--- config.mk ---
export PLATFORM = sky130hd
export DESIGN_NAME = cft_div
export DESIGN_NICKNAME = d
export VERILOG_FILES = /design/src/rtl/core/cft_div.sv
export SDC_FILE = /design/constraint.sdc
export NUM_CORES = 1
export LEC_CHECK = 0
export ABC_AREA = 1
export BUFFER_PORTS_ARGS = -buffer_cell sky130_fd_sc_hd__buf_2
export CAP_MARGIN = 25
export CORE_AREA = 2 2 165 167
export DETAILED_ROUTE_END_ITERATION = 6
export DIE_AREA = 0 0 167 169
export PLACE_DENSITY_LB_ADDON = 0.25
export SLEW_MARGIN = 20
export SYNTH_ARGS = -nofsm -noshare
export SYNTH_HDL_FRONTEND = slang
export SYNTH_SLANG_ARGS = --single-unit
--- constraint.sdc ---
create_clock -name clk -period 5.65 [get_ports clk]
set_clock_uncertainty 0.2 [all_clocks]
set_input_delay 0.2825 -clock clk [delete_from_list [all_inputs] [get_ports clk]]
set_output_delay 0.2825 -clock clk [all_outputs]
set_load 0.05 [all_outputs]
--- src/rtl/core/cft_div.sv ---
`timescale 1ns / 1ps
// ----------------------------------------------------------------------------
// cft_div
// Shared restoring divider for unsigned magnitudes, one quotient bit a cycle.
// ----------------------------------------------------------------------------
module cft_div #(
  parameter int NW = 48,
  parameter int DW = 32
) (
  input  logic          clk,
  input  logic          rst,
  input  logic          start,
  input  logic [NW-1:0] num,
  input  logic [DW-1:0] den,
  output logic          done,
  output logic [NW-1:0] quo,
  output logic          rem_nz
);

  localparam int CW = $clog2(NW + 1);

  logic [NW-1:0] q;
  logic [DW:0]   rem;
  logic [DW-1:0] d;
  logic [CW-1:0] cnt;
  logic          busy;
  logic [DW:0]   trial;
  logic [DW:0]   diff;

  assign trial = {rem[DW-1:0], q[NW-1]};
  assign diff  = trial - {1'b0, d};

  always_ff @(posedge clk) begin
    if (rst) begin
      busy <= 1'b0;
      done <= 1'b0;
      cnt  <= '0;
    end else begin
      done <= 1'b0;
      if (start) begin
        busy <= 1'b1;
        q    <= num;
        d    <= den;
        rem  <= '0;
        cnt  <= CW'(NW);
      end else if (busy) begin
        if (!diff[DW]) begin
          rem <= diff;
          q   <= {q[NW-2:0], 1'b1};
        end else begin
          rem <= trial;
          q   <= {q[NW-2:0], 1'b0};
        end
        cnt <= cnt - 1'b1;
        if (cnt == CW'(1)) begin
          busy <= 1'b0;
          done <= 1'b1;
        end
      end
    end
  end

  assign quo    = q;
  assign rem_nz = (rem != '0);

endmodule

# After elaboration in Yosys (flattened, before gate mapping)
# Cells that the tools add are included.
# op_classes
add_sub_neg	2
n_eq_ne	1
muxes	11
bitwise	2
n_reduce_logical	6
# op_table
operator	count
$mux W48	2
$mux W33	2
$reduce_bool A33 Y1	1
$sub A33 B32 Y33	1
$mux W6	2
$eq A6 B1 Y1 const B	1
$sub A6 B1 Y6 const B	1
$mux W1	5
$reduce_and A2 Y1	2
$reduce_or A3 Y1	1
$not A1 Y1	2
$reduce_bool A2 Y1	1
$reduce_or A2 Y1	1
# totals
register_bits	121
input_bits	83

# Longest topological paths before layout
# Gate-level depths: netlist of run 1.
# depth
depth_word	4
mapped_depth	17
depth_no_buf	16

# Worst setup path after synthesis of run 1
# No wires, ideal clock.
# synth_timing
kind	input -> register
from	input port start
to	register q[0], in the netlist quo[0] (enable)
setup_time_ns	0.442
arrival_time_ns	3.953
path_slack_ns	1.055
cell_stages	5
path_buffers	1
path_cell_list	clkbuf_1 -> inv_2 -> nor2_1 -> inv_1 -> nand2_1
# synth_between
elab_chain_len	2
# synth_lines
item	line	rtl
start: declaration	12	input logic start,
$reduce_bool A2 Y1 (no line)	n/a	
$reduce_and A2 Y1 (no line)	n/a	
end signal: assignment	42	q <= num;
end signal: assignment	49	q <= {q[NW-2:0], 1'b1};
end signal: assignment	52	q <= {q[NW-2:0], 1'b0};
end: declaration	22	logic [NW-1:0] q;
# No other way between the ends.
# A chain may end at the register's enable or synchronous reset.

# Final worst setup path of run 1
# layout_timing
from	register q[47], in the netlist quo[47]
to	register rem[29] (data pin)
# layout_between
elab_chain_len	3
# layout_lines
item	line	rtl
$sub A33 B32 Y33	31	assign diff = trial - {1'b0, d};
$mux W33	47	if (!diff[DW]) begin
$mux W33	46	end else if (busy) begin
end signal: assignment	48	rem <= diff;
end signal: assignment	51	rem <= trial;
end: declaration	23	logic [DW:0] rem;
# No other way between the ends. The select of a mux whose other input is x is not followed.

==> out/qor.csv, run 1 <==
stage,metric,value,unit
status,status,"complete, no violations",
synth,main combinational cell family by area after synthesis,simple AND/OR/NAND/NOR gates,
synth,synthesized instance count,1069,
die,Rows,60,
timing,final period utilization,54.1,%
timing,highest clock frequency the design can meet,327,MHz
place,placed cells,1526,
setup_path,category of the critical setup timing path,flop to flop,
pwr,Comb pwr share,32.0,%
timing,worst hold margin,4.61,ps
synth,Synth Area in Compound Gates,2.21,%
synth,top-area cell type share of the netlist area,43.4,%
pwr,switching power,1.20,mW
clock_network,number of CTS-inserted buffers,17,
place,DP Wirelength,16.4,mm
pwr,portion of total power attributed to sequential cells,34.8,%
route,detailed-route vias per instance,4.35,
place,worst setup slack after placement,2320,ps
synth,most common flop cell mapped by yosys,sky130_fd_sc_hd__edfxtp_1,
synth,total standard cell area after synthesis,7820,µm²
synth,simple-gate area share of the yosys netlist,34.4,%
place,Port Buffer Count,132,
clock_network,CTS tree,done,
route,per-cell routed wire length,13.6,µm
setup_path,Critical Path End Type,flop,
synth,xor and xnor area share after synthesis,1.23,%
worst_hold_path,Hold WC Path Type,input pin to flop,
setup_path,worst path arrival time,3030,ps
setup_path,peak fanout along the critical path,19,
synth,count of distinct cell types in the synthesized netlist,38,
route,Antenna Nets Post-Route,0,
route,total via count in the routed design,7126,
die,die area,28200,µm²
route,number of iterations in the first detailed-routing pass,5,
layout,proportion of layout cells with a drive suffix above 1,15.7,%
timing,final setup TNS,0,ps
setup_path,CP startpoint kind,flop,
route,violation count after the first detailed-routing iteration,409,
synth,post-synthesis area per instance,7.32,µm²
clock_network,maximum clock insertion buffer count,2,
timing,"Hold Vio Cnt, Final",0,
clock_network,post-CTS setup buffer count,0,
clock_network,Clock Pin Slew Worst Setup and Hold Paths,60,ps
global_route,global-route wire length before repair,36.1,mm
layout,number of diodes added for antenna fixing,0,
die,Initial Util,29.5,%
synth,"post-synthesis share of cell area spent on full adders, half adders and majority gates",5.69,%
synth,number of warning messages in the yosys log,0,
pwr,Peak VDD IR,0.000203,V
global_route,pin count of the biggest net entering global routing,82,
route,drt drc,0,
synth,net count after synthesis,1187,
clock_network,PostCTS Resize Cnt,0,
timing,slew at the pin with the worst max-slew slack,856,ps
clock_network,number of H-tree levels,4,
global_route,number of antenna violations at the first check in global routing,0,
clock_network,clock latency of the later-clocked register in the worst-skew pair,420,ps
timing,"Setup violations, final",0,
synth,register area share after synthesis,45.4,%
layout,final std cells w/o fill,1637,
global_route,total gr overflow,0,
synth,mux contribution to synthesized area,0,%
clock_network,clock sink total,121,
timing,worst-case headroom to the max-slew limit,42.9,%
pwr,Leakage,5.39,nW
synth,post-synth top area cell,sky130_fd_sc_hd__edfxtp_1,
clock_network,clock root buffer,sky130_fd_sc_hd__clkbuf_16,
global_route,via count of the first global-routing pass,7015,
synth,Synth async-reset ratio,0,%
global_route,total routing resource utilization after global routing,16.0,%
synth,Synth area leaders,"sky130_fd_sc_hd__edfxtp_1 (43%), sky130_fd_sc_hd__nand2_1 (21%), sky130_fd_sc_hd__inv_1 (9.5%), sky130_fd_sc_hd__ha_1 (5.4%), sky130_fd_sc_hd__nor2_1 (4.7%)",
place,last weighted congestion value of the routability-driven placer,0.859,
pwr,overall power after layout,3.35,mW
timing,post-route setup slack,2590,ps
timing,unrepaired setup endpoints after global routing,no,
synth,number of enable flip-flop cells after synthesis,113,
run,max capacitance violation total,0,
pwr,cell-internal power,2.15,mW
pwr,power density of the placed cells,328,nW/µm²
die,height of the chip,169,µm
die,x dimension of the die,167,µm
clock_network,# hold bufs at CTS,79,
setup_path,data required time at the worst endpoint,5620,ps
pwr,clock network fraction of design power,33.1,%
die,area of the core,26500,µm²
timing,number of max-slew violations in the final report,0,
route,final wirelength,22.3,mm
layout,Area Overhead vs Synth,30.7,%
synth,number of register bits inferred by synthesis,121,
pwr,net switching share of the total power,35.9,%
layout,count of nets after finishing,1401,
timing,post-layout min period,3060,ps
die,count of boundary I/O pins,133,
cells in the mapped netlist (7+ instances only):
library cell                 n
sky130_fd_sc_hd__nor3_1      7
sky130_fd_sc_hd__nand2_2     8
sky130_fd_sc_hd__nor2_2     13
sky130_fd_sc_hd__nor2_1     97
sky130_fd_sc_hd__nand2_1   437
sky130_fd_sc_hd__xor2_1      7
sky130_fd_sc_hd__clkbuf_1   12
sky130_fd_sc_hd__a21oi_1    18
sky130_fd_sc_hd__ha_1       34
sky130_fd_sc_hd__inv_1     197
sky130_fd_sc_hd__nand3_1    62
sky130_fd_sc_hd__dfxtp_1     8
sky130_fd_sc_hd__edfxtp_1  113
power groups by stage:
stage	logic [mW]	registers, mW	clock network [mW]
after global placement	1.02	1.19	0
after floorplan	0.681	1.27	0
final	1.07	1.17	1.11
after CTS	1.08	1.17	1.13
after global routing	1.22	1.18	1.17
after detailed placement	1.03	1.18	0
sequential cells by signal, indices dropped and copies added, names as in the netlist:
register / flops
quo: 48
done: 1
d: 32
busy: 1
rem: 33
cnt: 6
cell families (layout without fill, tap and decap cells):
logic type,after synthesis,after routing
AO/OA/AOI/OAI,29,29
XOR/XNOR,11,11
adder cells (fa/ha/maj),35,35
buffers and inverters,223,450
flip-flops,121,121
AND/OR/NAND/NOR,650,650
final cells by class:
type                       count  area [µm²]
fill                        2800       16300
clock buffer                  19         433
timing repair buffer         215        1480
clock inverter                13         151
multi-input combinational    725        3420
sequential                   121        3550
inverter                     203         762
tap                          341         427
through the flow:
| step | instance area, µm² | util, % |
|---|---|---|
| after floorplan | 7820 | - |
| after global placement | 8850 | 33.4 |
| after detailed placement | 8850 | 33.4 |
| after CTS | 10200 | 38.6 |
| after global routing | 10200 | 38.6 |
| final | 10200 | 38.6 |
worst max-delay path: stages, from the launching register on:
cell and delay (ps):
sky130_fd_sc_hd__edfxtp_1 380, sky130_fd_sc_hd__inv_1 60, sky130_fd_sc_hd__ha_1 220, sky130_fd_sc_hd__fa_1 410, sky130_fd_sc_hd__inv_1 120, sky130_fd_sc_hd__nand2_1 60, sky130_fd_sc_hd__nand2_1 90, sky130_fd_sc_hd__nand3_2 70
sky130_fd_sc_hd__nand2_2 120, sky130_fd_sc_hd__nand2_2 70, sky130_fd_sc_hd__nand2_2 110, sky130_fd_sc_hd__nand2_4 90, sky130_fd_sc_hd__nand3_2 300, sky130_fd_sc_hd__nand2_4 260, sky130_fd_sc_hd__nor2_1 190, sky130_fd_sc_hd__nor2_1 70
final timing paths:
path,from,slack (ps),cells past startpoint,endpoint
min reg2reg,cnt[4],310,2,cnt[4]
max reg2reg,quo[47],2590,15,rem[29]
max,quo[47],2590,15,rem[29]
min,num[41],5,3,quo[41]
cell usage in the layout, fill, tap and decap left out, types with 7 or more instances in the layout:
cell type / count
sky130_fd_sc_hd__clkbuf_16: 17
sky130_fd_sc_hd__a21oi_1: 18
sky130_fd_sc_hd__nand2_2: 8
sky130_fd_sc_hd__inv_1: 197
sky130_fd_sc_hd__xor2_1: 7
sky130_fd_sc_hd__nand3_1: 62
sky130_fd_sc_hd__nor3_1: 7
sky130_fd_sc_hd__nand2_1: 436
sky130_fd_sc_hd__dlygate4sd3_1: 79
sky130_fd_sc_hd__ha_1: 34
sky130_fd_sc_hd__dfxtp_1: 8
sky130_fd_sc_hd__nor2_1: 96
sky130_fd_sc_hd__nor2_2: 13
sky130_fd_sc_hd__buf_2: 132
sky130_fd_sc_hd__edfxtp_1: 113
per-layer routing:
metal	routed length [µm]	part of all wire, %	global-route usage (%)	vias to the layer above
li1	-	-	-	3722
met1	10700	48	21.9	3185
met2	9990	45	25.8	199
met3	1290	5.8	3.44	20
met4	324	1.5	4.39	0
met5	0	0	0	-
Note: power is estimated with default switching activity, not from simulation.
==> run 2: changes to the inputs <==
==> constraint.sdc (replaced) <==
create_clock -name clk -period 3.2 [get_ports clk]
set_clock_uncertainty 0.2 [all_clocks]
set_input_delay 0.16 -clock clk [delete_from_list [all_inputs] [get_ports clk]]
set_output_delay 0.16 -clock clk [all_outputs]
set_load 0.05 [all_outputs]
==> run 2 against run 1 <==
Against the previous run: largest cell class unchanged; first-iteration DRC count fell by 11%; largest power group unchanged; worst hold slack improved by 240 ps; wire length increased by 2.0%; register-to-register slack got worse by 2400 ps.
==> out/qor.csv, run 2 (synthesis results as in run 1) <==
stage,metric,value,unit,change
status,status,"complete, no violations",,unchanged
layout,utilization after layout,38.8,%,was 38.6%
pwr,Comb pwr share,32.2,%,was 32.0%
setup_path,cells traversed along the worst timing path,inv_1 > ha_1 > fa_1 > inv_1 > nand2_1 > nand2_1 > nand3_2 > nand2_2 > nand2_2 > nand2_2 > nand2_4 > nand3_2 > nand2_4 > nor2_2 > nor2_2,,was inv_1 > ha_1 > fa_1 > inv_1 > nand2_1 > nand2_1 > nand3_2 > nand2_2 > nand2_2 > nand2_2 > nand2_4 > nand3_2 > nand2_4 > nor2_1 > nor2_1
route,per-cell routed wire length,13.8,µm,was 13.6 µm
pwr,power density of the placed cells,578,nW/µm²,was 328 nW/µm²
setup_path,data required time at the worst endpoint,3180,ps,was 5620 ps
pwr,cell-internal power,3.74,mW,was 2.15 mW
timing,"Hold Vio Cnt, Final",0,,unchanged
setup_path,CP startpoint kind,flop,,unchanged
die,area of the core,26500,µm²,unchanged
pwr,Peak VDD IR,0.000282,V,was 0.000203 V
timing,"Setup violations, final",0,,unchanged
pwr,clock network fraction of design power,33.3,%,was 33.1%
route,drt drc,0,,unchanged
clock_network,clock sink total,121,,unchanged
layout,final std cells w/o fill,1640,,was 1637
clock_network,Clock Pin Slew Worst Setup and Hold Paths,70,ps,was 60 ps
layout,number of flip-flops in the largest register,48,,unchanged
global_route,number of antenna violations at the first check in global routing,0,,unchanged
route,detailed-route vias per instance,4.30,,was 4.35
setup_path,Critical Path End Type,flop,,unchanged
place,last weighted congestion value of the routability-driven placer,0.832,,was 0.859
timing,unrepaired setup endpoints after global routing,no,,unchanged
timing,worst-case headroom to the max-slew limit,41.4,%,was 42.9%
pwr,switching power,2.20,mW,was 1.20 mW
pwr,net switching share of the total power,37.1,%,was 35.9%
clock_network,post-CTS setup buffer count,0,,unchanged
setup_path,count of buffer and inverter cells on the critical path,2,,unchanged
timing,number of max-slew violations in the final report,0,,unchanged
route,Antenna Nets Post-Route,0,,unchanged
clock_network,number of CTS-inserted buffers,17,,unchanged
setup_path,stages on the worst setup path,15,,unchanged
clock_network,clock latency of the later-clocked register in the worst-skew pair,420,ps,about the same
global_route,via count of the first global-routing pass,7203,,was 7015
setup_path,most numerous cell on the critical path,sky130_fd_sc_hd__nand2_2,,unchanged
global_route,total routing resource utilization after global routing,16.5,%,was 16.0%
layout,number of diodes added for antenna fixing,0,,unchanged
global_route,pin count of the biggest net entering global routing,82,,unchanged
die,x dimension of the die,167,µm,unchanged
timing,final period utilization,93.0,%,was 54.1%
run,max capacitance violation total,0,,unchanged
global_route,total gr overflow,0,,unchanged
setup_path,Crit path max-delay family,simple AND/OR/NAND/NOR gates,,unchanged
timing,highest clock frequency the design can meet,336,MHz,was 327 MHz
clock_network,maximum clock insertion buffer count,2,,unchanged
pwr,overall power after layout,5.94,mW,was 3.35 mW
clock_network,number of H-tree levels,4,,unchanged
die,die area,28200,µm²,unchanged
setup_path,peak fanout along the critical path,19,,unchanged
setup_path,CP max-delay cell,sky130_fd_sc_hd__fa_1,,unchanged
layout,area taken by multi-input logic gates,3420,µm²,unchanged
timing,final setup TNS,0,ps,unchanged
place,Port Buffer Count,132,,unchanged
layout,combined flip-flop and latch cell area,3550,µm²,unchanged
setup_path,category of the critical setup timing path,flop to flop,,unchanged
route,violation count after the first detailed-routing iteration,365,,was 409
layout,count of nets after finishing,1404,,was 1401
timing,post-route setup slack,223,ps,was 2590 ps
die,Rows,60,,unchanged
die,Initial Util,29.5,%,unchanged
pwr,Leakage,5.40,nW,was 5.39 nW
setup_path,worst path arrival time,2950,ps,was 3030 ps
setup_path,cells on worst reg2reg path,15,,unchanged
timing,post-layout min period,2980,ps,was 3060 ps
route,number of iterations in the first detailed-routing pass,4,,was 5
place,placed cells,1526,,unchanged
layout,Filler cells,2774,,was 2800
setup_path,max incr delay on CP,400,ps,was 410 ps
global_route,global-route wire length before repair,36.9,mm,was 36.1 mm
timing,slew at the pin with the worst max-slew slack,880,ps,was 856 ps
clock_network,CTS tree,done,,unchanged
worst_hold_path,hold path cells,2,,was 3
layout,Area Overhead vs Synth,31.4,%,was 30.7%
pwr,portion of total power attributed to sequential cells,34.5,%,was 34.8%
route,total via count in the routed design,7044,,was 7126
die,height of the chip,169,µm,unchanged
die,count of boundary I/O pins,133,,unchanged
layout,"commonest non-fill, non-tap cell in the layout",sky130_fd_sc_hd__nand2_1,,unchanged
layout,most used cells in the layout excluding fill and tap cells,"sky130_fd_sc_hd__nand2_1 (436), sky130_fd_sc_hd__inv_1 (197), sky130_fd_sc_hd__buf_2 (132)",,unchanged
place,worst setup slack after placement,246,ps,was 2320 ps
place,DP Wirelength,16.6,mm,was 16.4 mm
clock_network,clock root buffer,sky130_fd_sc_hd__clkbuf_16,,unchanged
worst_hold_path,Hold WC Path Type,input pin to flop,,unchanged
layout,proportion of layout cells with a drive suffix above 1,15.9,%,was 15.7%
route,final wirelength,22.7,mm,was 22.3 mm
run 2: cell count changes in the layout (fill, tap and decap cells not counted), sizes merged:
cell / delta
clkinv: -4
clkinvlp: +3
bufinv: -1
clkbuf: -2
inv: +4
dlygate4sd3: +3
run 2: worst register-to-register path, stage by stage, from the launching register on:
cell and delay [ps]:
sky130_fd_sc_hd__edfxtp_1 360, sky130_fd_sc_hd__inv_1 50, sky130_fd_sc_hd__ha_1 220, sky130_fd_sc_hd__fa_1 400, sky130_fd_sc_hd__inv_1 120, sky130_fd_sc_hd__nand2_1 60, sky130_fd_sc_hd__nand2_1 90, sky130_fd_sc_hd__nand3_2 70
sky130_fd_sc_hd__nand2_2 100, sky130_fd_sc_hd__nand2_2 70, sky130_fd_sc_hd__nand2_2 100, sky130_fd_sc_hd__nand2_4 80, sky130_fd_sc_hd__nand3_2 300, sky130_fd_sc_hd__nand2_4 260, sky130_fd_sc_hd__nor2_2 200, sky130_fd_sc_hd__nor2_2 50
run 2: per-stage QoR:
stage / hold slack [ps] / area [µm²]
global route: 242 / 10300
detailed placement: 138 / 8860
global placement: 137 / 8860
floorplan: 29.4 / 7830
CTS: 230 / 10300
finish: 242 / 10300
run 2: worst paths after layout:
check        slack [ps]    start      end
max                 220  quo[47]  rem[30]
min                 240  den[26]    d[26]
max reg2reg         220  quo[47]  rem[30]
min reg2reg         310   cnt[1]   cnt[1]
run 2: final cells by class:
class / instances / share of cell area, %
Clock buffer: 17 / 4.14
Clock inverter: 15 / 1.62
Inverter: 203 / 7.41
Multi-Input combinational cell: 725 / 33.3
Sequential cell: 121 / 34.6
Tap cell: 341 / 4.15
Timing Repair Buffer: 218 / 14.8
run 2: per-layer routing:
| layer | track usage (%) | wire length [µm] | vias up |
|---|---|---|---|
| li1 | - | - | 3729 |
| met1 | 20.7 | 10500 | 3109 |
| met2 | 28.1 | 10500 | 178 |
| met3 | 4.56 | 1310 | 28 |
| met4 | 4.50 | 390 | 0 |
| met5 | 0 | 0 | - |
run 2: repair_timing:
action,CTS,global route
hold buffers,82,0
hold endpoints to repair,88,0
resized for setup,0,0
run 2: power groups by stage:
stage | logic (mW) | registers [mW] | clock network, mW
finish | 1.91 | 2.05 | 1.98
global route | 2.17 | 2.07 | 2.08
CTS | 1.93 | 2.05 | 2.02
detailed placement | 1.84 | 2.08 | 0
global placement | 1.83 | 2.08 | 0
floorplan | 1.20 | 2.24 | 0
==> run 3: changes to the inputs <==
--- a/config.mk
+++ b/config.mk
@@ -8,9 +8,12 @@
 export ABC_AREA = 1
 export BUFFER_PORTS_ARGS = -buffer_cell sky130_fd_sc_hd__buf_2
 export CAP_MARGIN = 25
+export CELL_PAD_IN_SITES_DETAIL_PLACEMENT = 1
+export CELL_PAD_IN_SITES_GLOBAL_PLACEMENT = 2
 export CORE_AREA = 2 2 165 167
 export DETAILED_ROUTE_END_ITERATION = 6
 export DIE_AREA = 0 0 167 169
+export GPL_TIMING_DRIVEN = 0
 export PLACE_DENSITY_LB_ADDON = 0.25
 export SLEW_MARGIN = 20
 export SYNTH_ARGS = -nofsm -noshare
==> run 3 against run 2 <==
Against the previous run: cell area up 0.90%; via count up 3.1%; highest routed layer unchanged; die area unchanged; worst hold slack got worse by 180 ps.
==> out/qor.csv, run 3 (synthesis results as in run 1) <==
stage,metric,value,unit,change
place,last weighted congestion value of the routability-driven placer,0.793,,was 0.832
die,Initial Util,29.5,%,unchanged
pwr,overall power after layout,6.03,mW,was 5.94 mW
global_route,total routing resource utilization after global routing,18.1,%,was 16.5%
timing,final setup TNS,0,ps,unchanged
layout,utilization after layout,39.1,%,was 38.8%
clock_network,clock latency of the later-clocked register in the worst-skew pair,440,ps,was 420 ps
timing,number of max-slew violations in the final report,0,,unchanged
global_route,pin count of the biggest net entering global routing,82,,unchanged
timing,"Hold Vio Cnt, Final",0,,unchanged
place,Port Buffer Count,131,,was 132
clock_network,number of CTS-inserted buffers,17,,unchanged
die,Rows,60,,unchanged
setup_path,count of buffer and inverter cells on the critical path,3,,was 2
setup_path,FF-to-FF End,rem[9],,was rem[30]
die,area of the core,26500,µm²,unchanged
clock_network,number of H-tree levels,4,,unchanged
die,height of the chip,169,µm,unchanged
place,DP Wirelength,18.9,mm,was 16.6 mm
clock_network,clock root buffer,sky130_fd_sc_hd__clkbuf_16,,unchanged
route,met1 wire length,11.6,mm,was 10.5 mm
layout,Area Overhead vs Synth,32.5,%,was 31.4%
die,count of boundary I/O pins,133,,unchanged
global_route,total gr overflow,0,,unchanged
timing,unrepaired setup endpoints after global routing,yes,,was no
status,status,"complete, no violations",,unchanged
layout,number of diodes added for antenna fixing,0,,unchanged
timing,slew at the pin with the worst max-slew slack,687,ps,was 880 ps
setup_path,Crit path max-delay family,simple AND/OR/NAND/NOR gates,,unchanged
timing,final period utilization,93.8,%,was 93.0%
route,per-cell routed wire length,15.0,µm,was 13.8 µm
clock_network,clock sink total,121,,unchanged
setup_path,worst setup path startpoint,quo[47],,unchanged
timing,highest clock frequency the design can meet,333,MHz,was 336 MHz
setup_path,peak fanout along the critical path,10,,was 19
route,number of iterations in the first detailed-routing pass,6,,was 4
setup_path,data required time at the worst endpoint,3180,ps,about the same
setup_path,stages on the worst setup path,16,,was 15
timing,worst-case headroom to the max-slew limit,54.2,%,was 41.4%
setup_path,most numerous cell on the critical path,sky130_fd_sc_hd__nand2_2,,unchanged
setup_path,startpoint of the lowest-slack register-to-register path,quo[47],,unchanged
worst_hold_path,Hold WC Path Type,input pin to flop,,unchanged
run,max capacitance violation total,0,,unchanged
route,total via count in the routed design,7259,,was 7044
layout,proportion of layout cells with a drive suffix above 1,15.8,%,was 15.9%
global_route,global-route wire length before repair,40.2,mm,was 36.9 mm
pwr,Peak VDD IR,0.000304,V,was 0.000282 V
setup_path,CP max-delay cell,sky130_fd_sc_hd__fa_1,,unchanged
setup_path,cells traversed along the worst timing path,inv_1 > ha_1 > fa_1 > inv_1 > nand2_1 > nand2_1 > nand3_2 > nand2_2 > nand2_2 > nand2_2 > nand2_4 > nand3_4 > nand2_2 > buf_6 > nor2_1 > nor2_1,,was inv_1 > ha_1 > fa_1 > inv_1 > nand2_1 > nand2_1 > nand3_2 > nand2_2 > nand2_2 > nand2_2 > nand2_4 > nand3_2 > nand2_4 > nor2_2 > nor2_2
pwr,power density of the placed cells,582,nW/µm²,was 578 nW/µm²
route,drt drc,0,,unchanged
pwr,Leakage,5.43,nW,was 5.40 nW
layout,final cell area excluding filler cells,10400,µm²,was 10300 µm²
route,met3 routed WL,1.23,mm,was 1.31 mm
route,detailed-route vias per instance,4.39,,was 4.30
layout,number of flip-flops in the largest register,48,,unchanged
setup_path,CP startpoint kind,flop,,unchanged
global_route,via count of the first global-routing pass,7794,,was 7203
die,die area,28200,µm²,unchanged
route,final wirelength,24.9,mm,was 22.7 mm
place,dpl cell area,8960,µm²,was 8860 µm²
layout,"commonest non-fill, non-tap cell in the layout",sky130_fd_sc_hd__nand2_1,,unchanged
setup_path,worst path arrival time,2990,ps,was 2950 ps
route,Met2 Routed Length,11.6,mm,was 10.5 mm
global_route,number of antenna violations at the first check in global routing,0,,unchanged
route,violation count after the first detailed-routing iteration,270,,was 365
setup_path,category of the critical setup timing path,flop to flop,,unchanged
timing,"Setup violations, final",0,,unchanged
clock_network,post-CTS setup buffer count,0,,unchanged
die,x dimension of the die,167,µm,unchanged
setup_path,capturing instance or port of the critical path,rem[9],,was rem[30]
setup_path,max incr delay on CP,430,ps,was 400 ps
setup_path,cells on worst reg2reg path,16,,was 15
route,Antenna Nets Post-Route,0,,unchanged
layout,most used cells in the layout excluding fill and tap cells,"sky130_fd_sc_hd__nand2_1 (436), sky130_fd_sc_hd__inv_1 (197), sky130_fd_sc_hd__buf_2 (133)",,"was sky130_fd_sc_hd__nand2_1 (436), sky130_fd_sc_hd__inv_1 (197), sky130_fd_sc_hd__buf_2 (132)"
clock_network,Clock Pin Slew Worst Setup and Hold Paths,70,ps,about the same
setup_path,flop2flop setup slack,200,ps,was 220 ps
route,topmost layer with routed signal wires,met4,,unchanged
clock_network,CTS tree,done,,unchanged
clock_network,maximum clock insertion buffer count,2,,unchanged
timing,post-layout min period,3000,ps,was 2980 ps
layout,count of nets after finishing,1419,,was 1404
setup_path,Critical Path End Type,flop,,unchanged
## run 3: changes by cell type in the layout (fill, tap and decap cells not counted), sizes merged
cell / before / now
dlygate4sd3: 82 / 81
inv: 208 / 211
clkinvlp: 4 / 2
bufinv: 2 / 1
buf: 136 / 138
clkbuf: 17 / 31
## run 3: worst min path at each step
stage | startpoint | end | slack [ps] | cells after the start
2_1_floorplan | rst | cnt[4] | 30 | 1
3_3_place_gp | den[7] | d[7] | 140 | 1
3_5_place_dp | den[28] | d[28] | 140 | 1
4_1_cts | start | cnt[5] | 40 | 3
5_1_grt | start | cnt[5] | 80 | 3
6_report | start | cnt[5] | 60 | 3
## run 3: what timing repair did
item,in CTS,in global routing
setup endpoints to repair,0,21
resized for setup,0,4
hold buffers,81,0
endpoints found under the hold margin,99,0
## run 3: cell type report
type	count	area, µm²
Clock buffer	17	425
Tap cell	341	427
Inverter	203	762
Fill cell	3268	16100
Buffer	20	109
Timing Repair Buffer	213	1490
Sequential cell	121	3550
Clock inverter	15	155
Multi-Input combinational cell	725	3440
## run 3: worst register-to-register path, cell delays in order, from the launching register on
cell	delay, ps
sky130_fd_sc_hd__edfxtp_1	380
sky130_fd_sc_hd__inv_1	60
sky130_fd_sc_hd__ha_1	210
sky130_fd_sc_hd__fa_1	430
sky130_fd_sc_hd__inv_1	130
sky130_fd_sc_hd__nand2_1	70
sky130_fd_sc_hd__nand2_1	100
sky130_fd_sc_hd__nand3_2	90
sky130_fd_sc_hd__nand2_2	130
sky130_fd_sc_hd__nand2_2	70
sky130_fd_sc_hd__nand2_2	110
sky130_fd_sc_hd__nand2_4	100
sky130_fd_sc_hd__nand3_4	160
sky130_fd_sc_hd__nand2_2	160
sky130_fd_sc_hd__buf_6	190
sky130_fd_sc_hd__nor2_1	110
sky130_fd_sc_hd__nor2_1	60
## run 3: where the power goes
part           switching (mW)  internal, mW  leakage [nW]
Sequential             0.0974          1.94          1.16
Combinational            1.34         0.668          3.99
Clock                   0.875          1.10         0.281
## run 3: metrics by stage
step	hold WS [ps]	instances	worst slack, ps
4_1_cts	35.6	1655	60.6
2_1_floorplan	29.4	1069	24.8
3_5_place_dp	138	1542	77.7
3_3_place_gp	138	1541	-1700
5_1_grt	77.4	1655	-10.3
6_report	59.8	1655	197
## run 3: per-layer routing
layer	GRT usage (%)	vias up
li1	-	3757
met3	4.44	21
met5	0	-
met2	31.2	135
met4	5.77	0
met1	22.4	3346
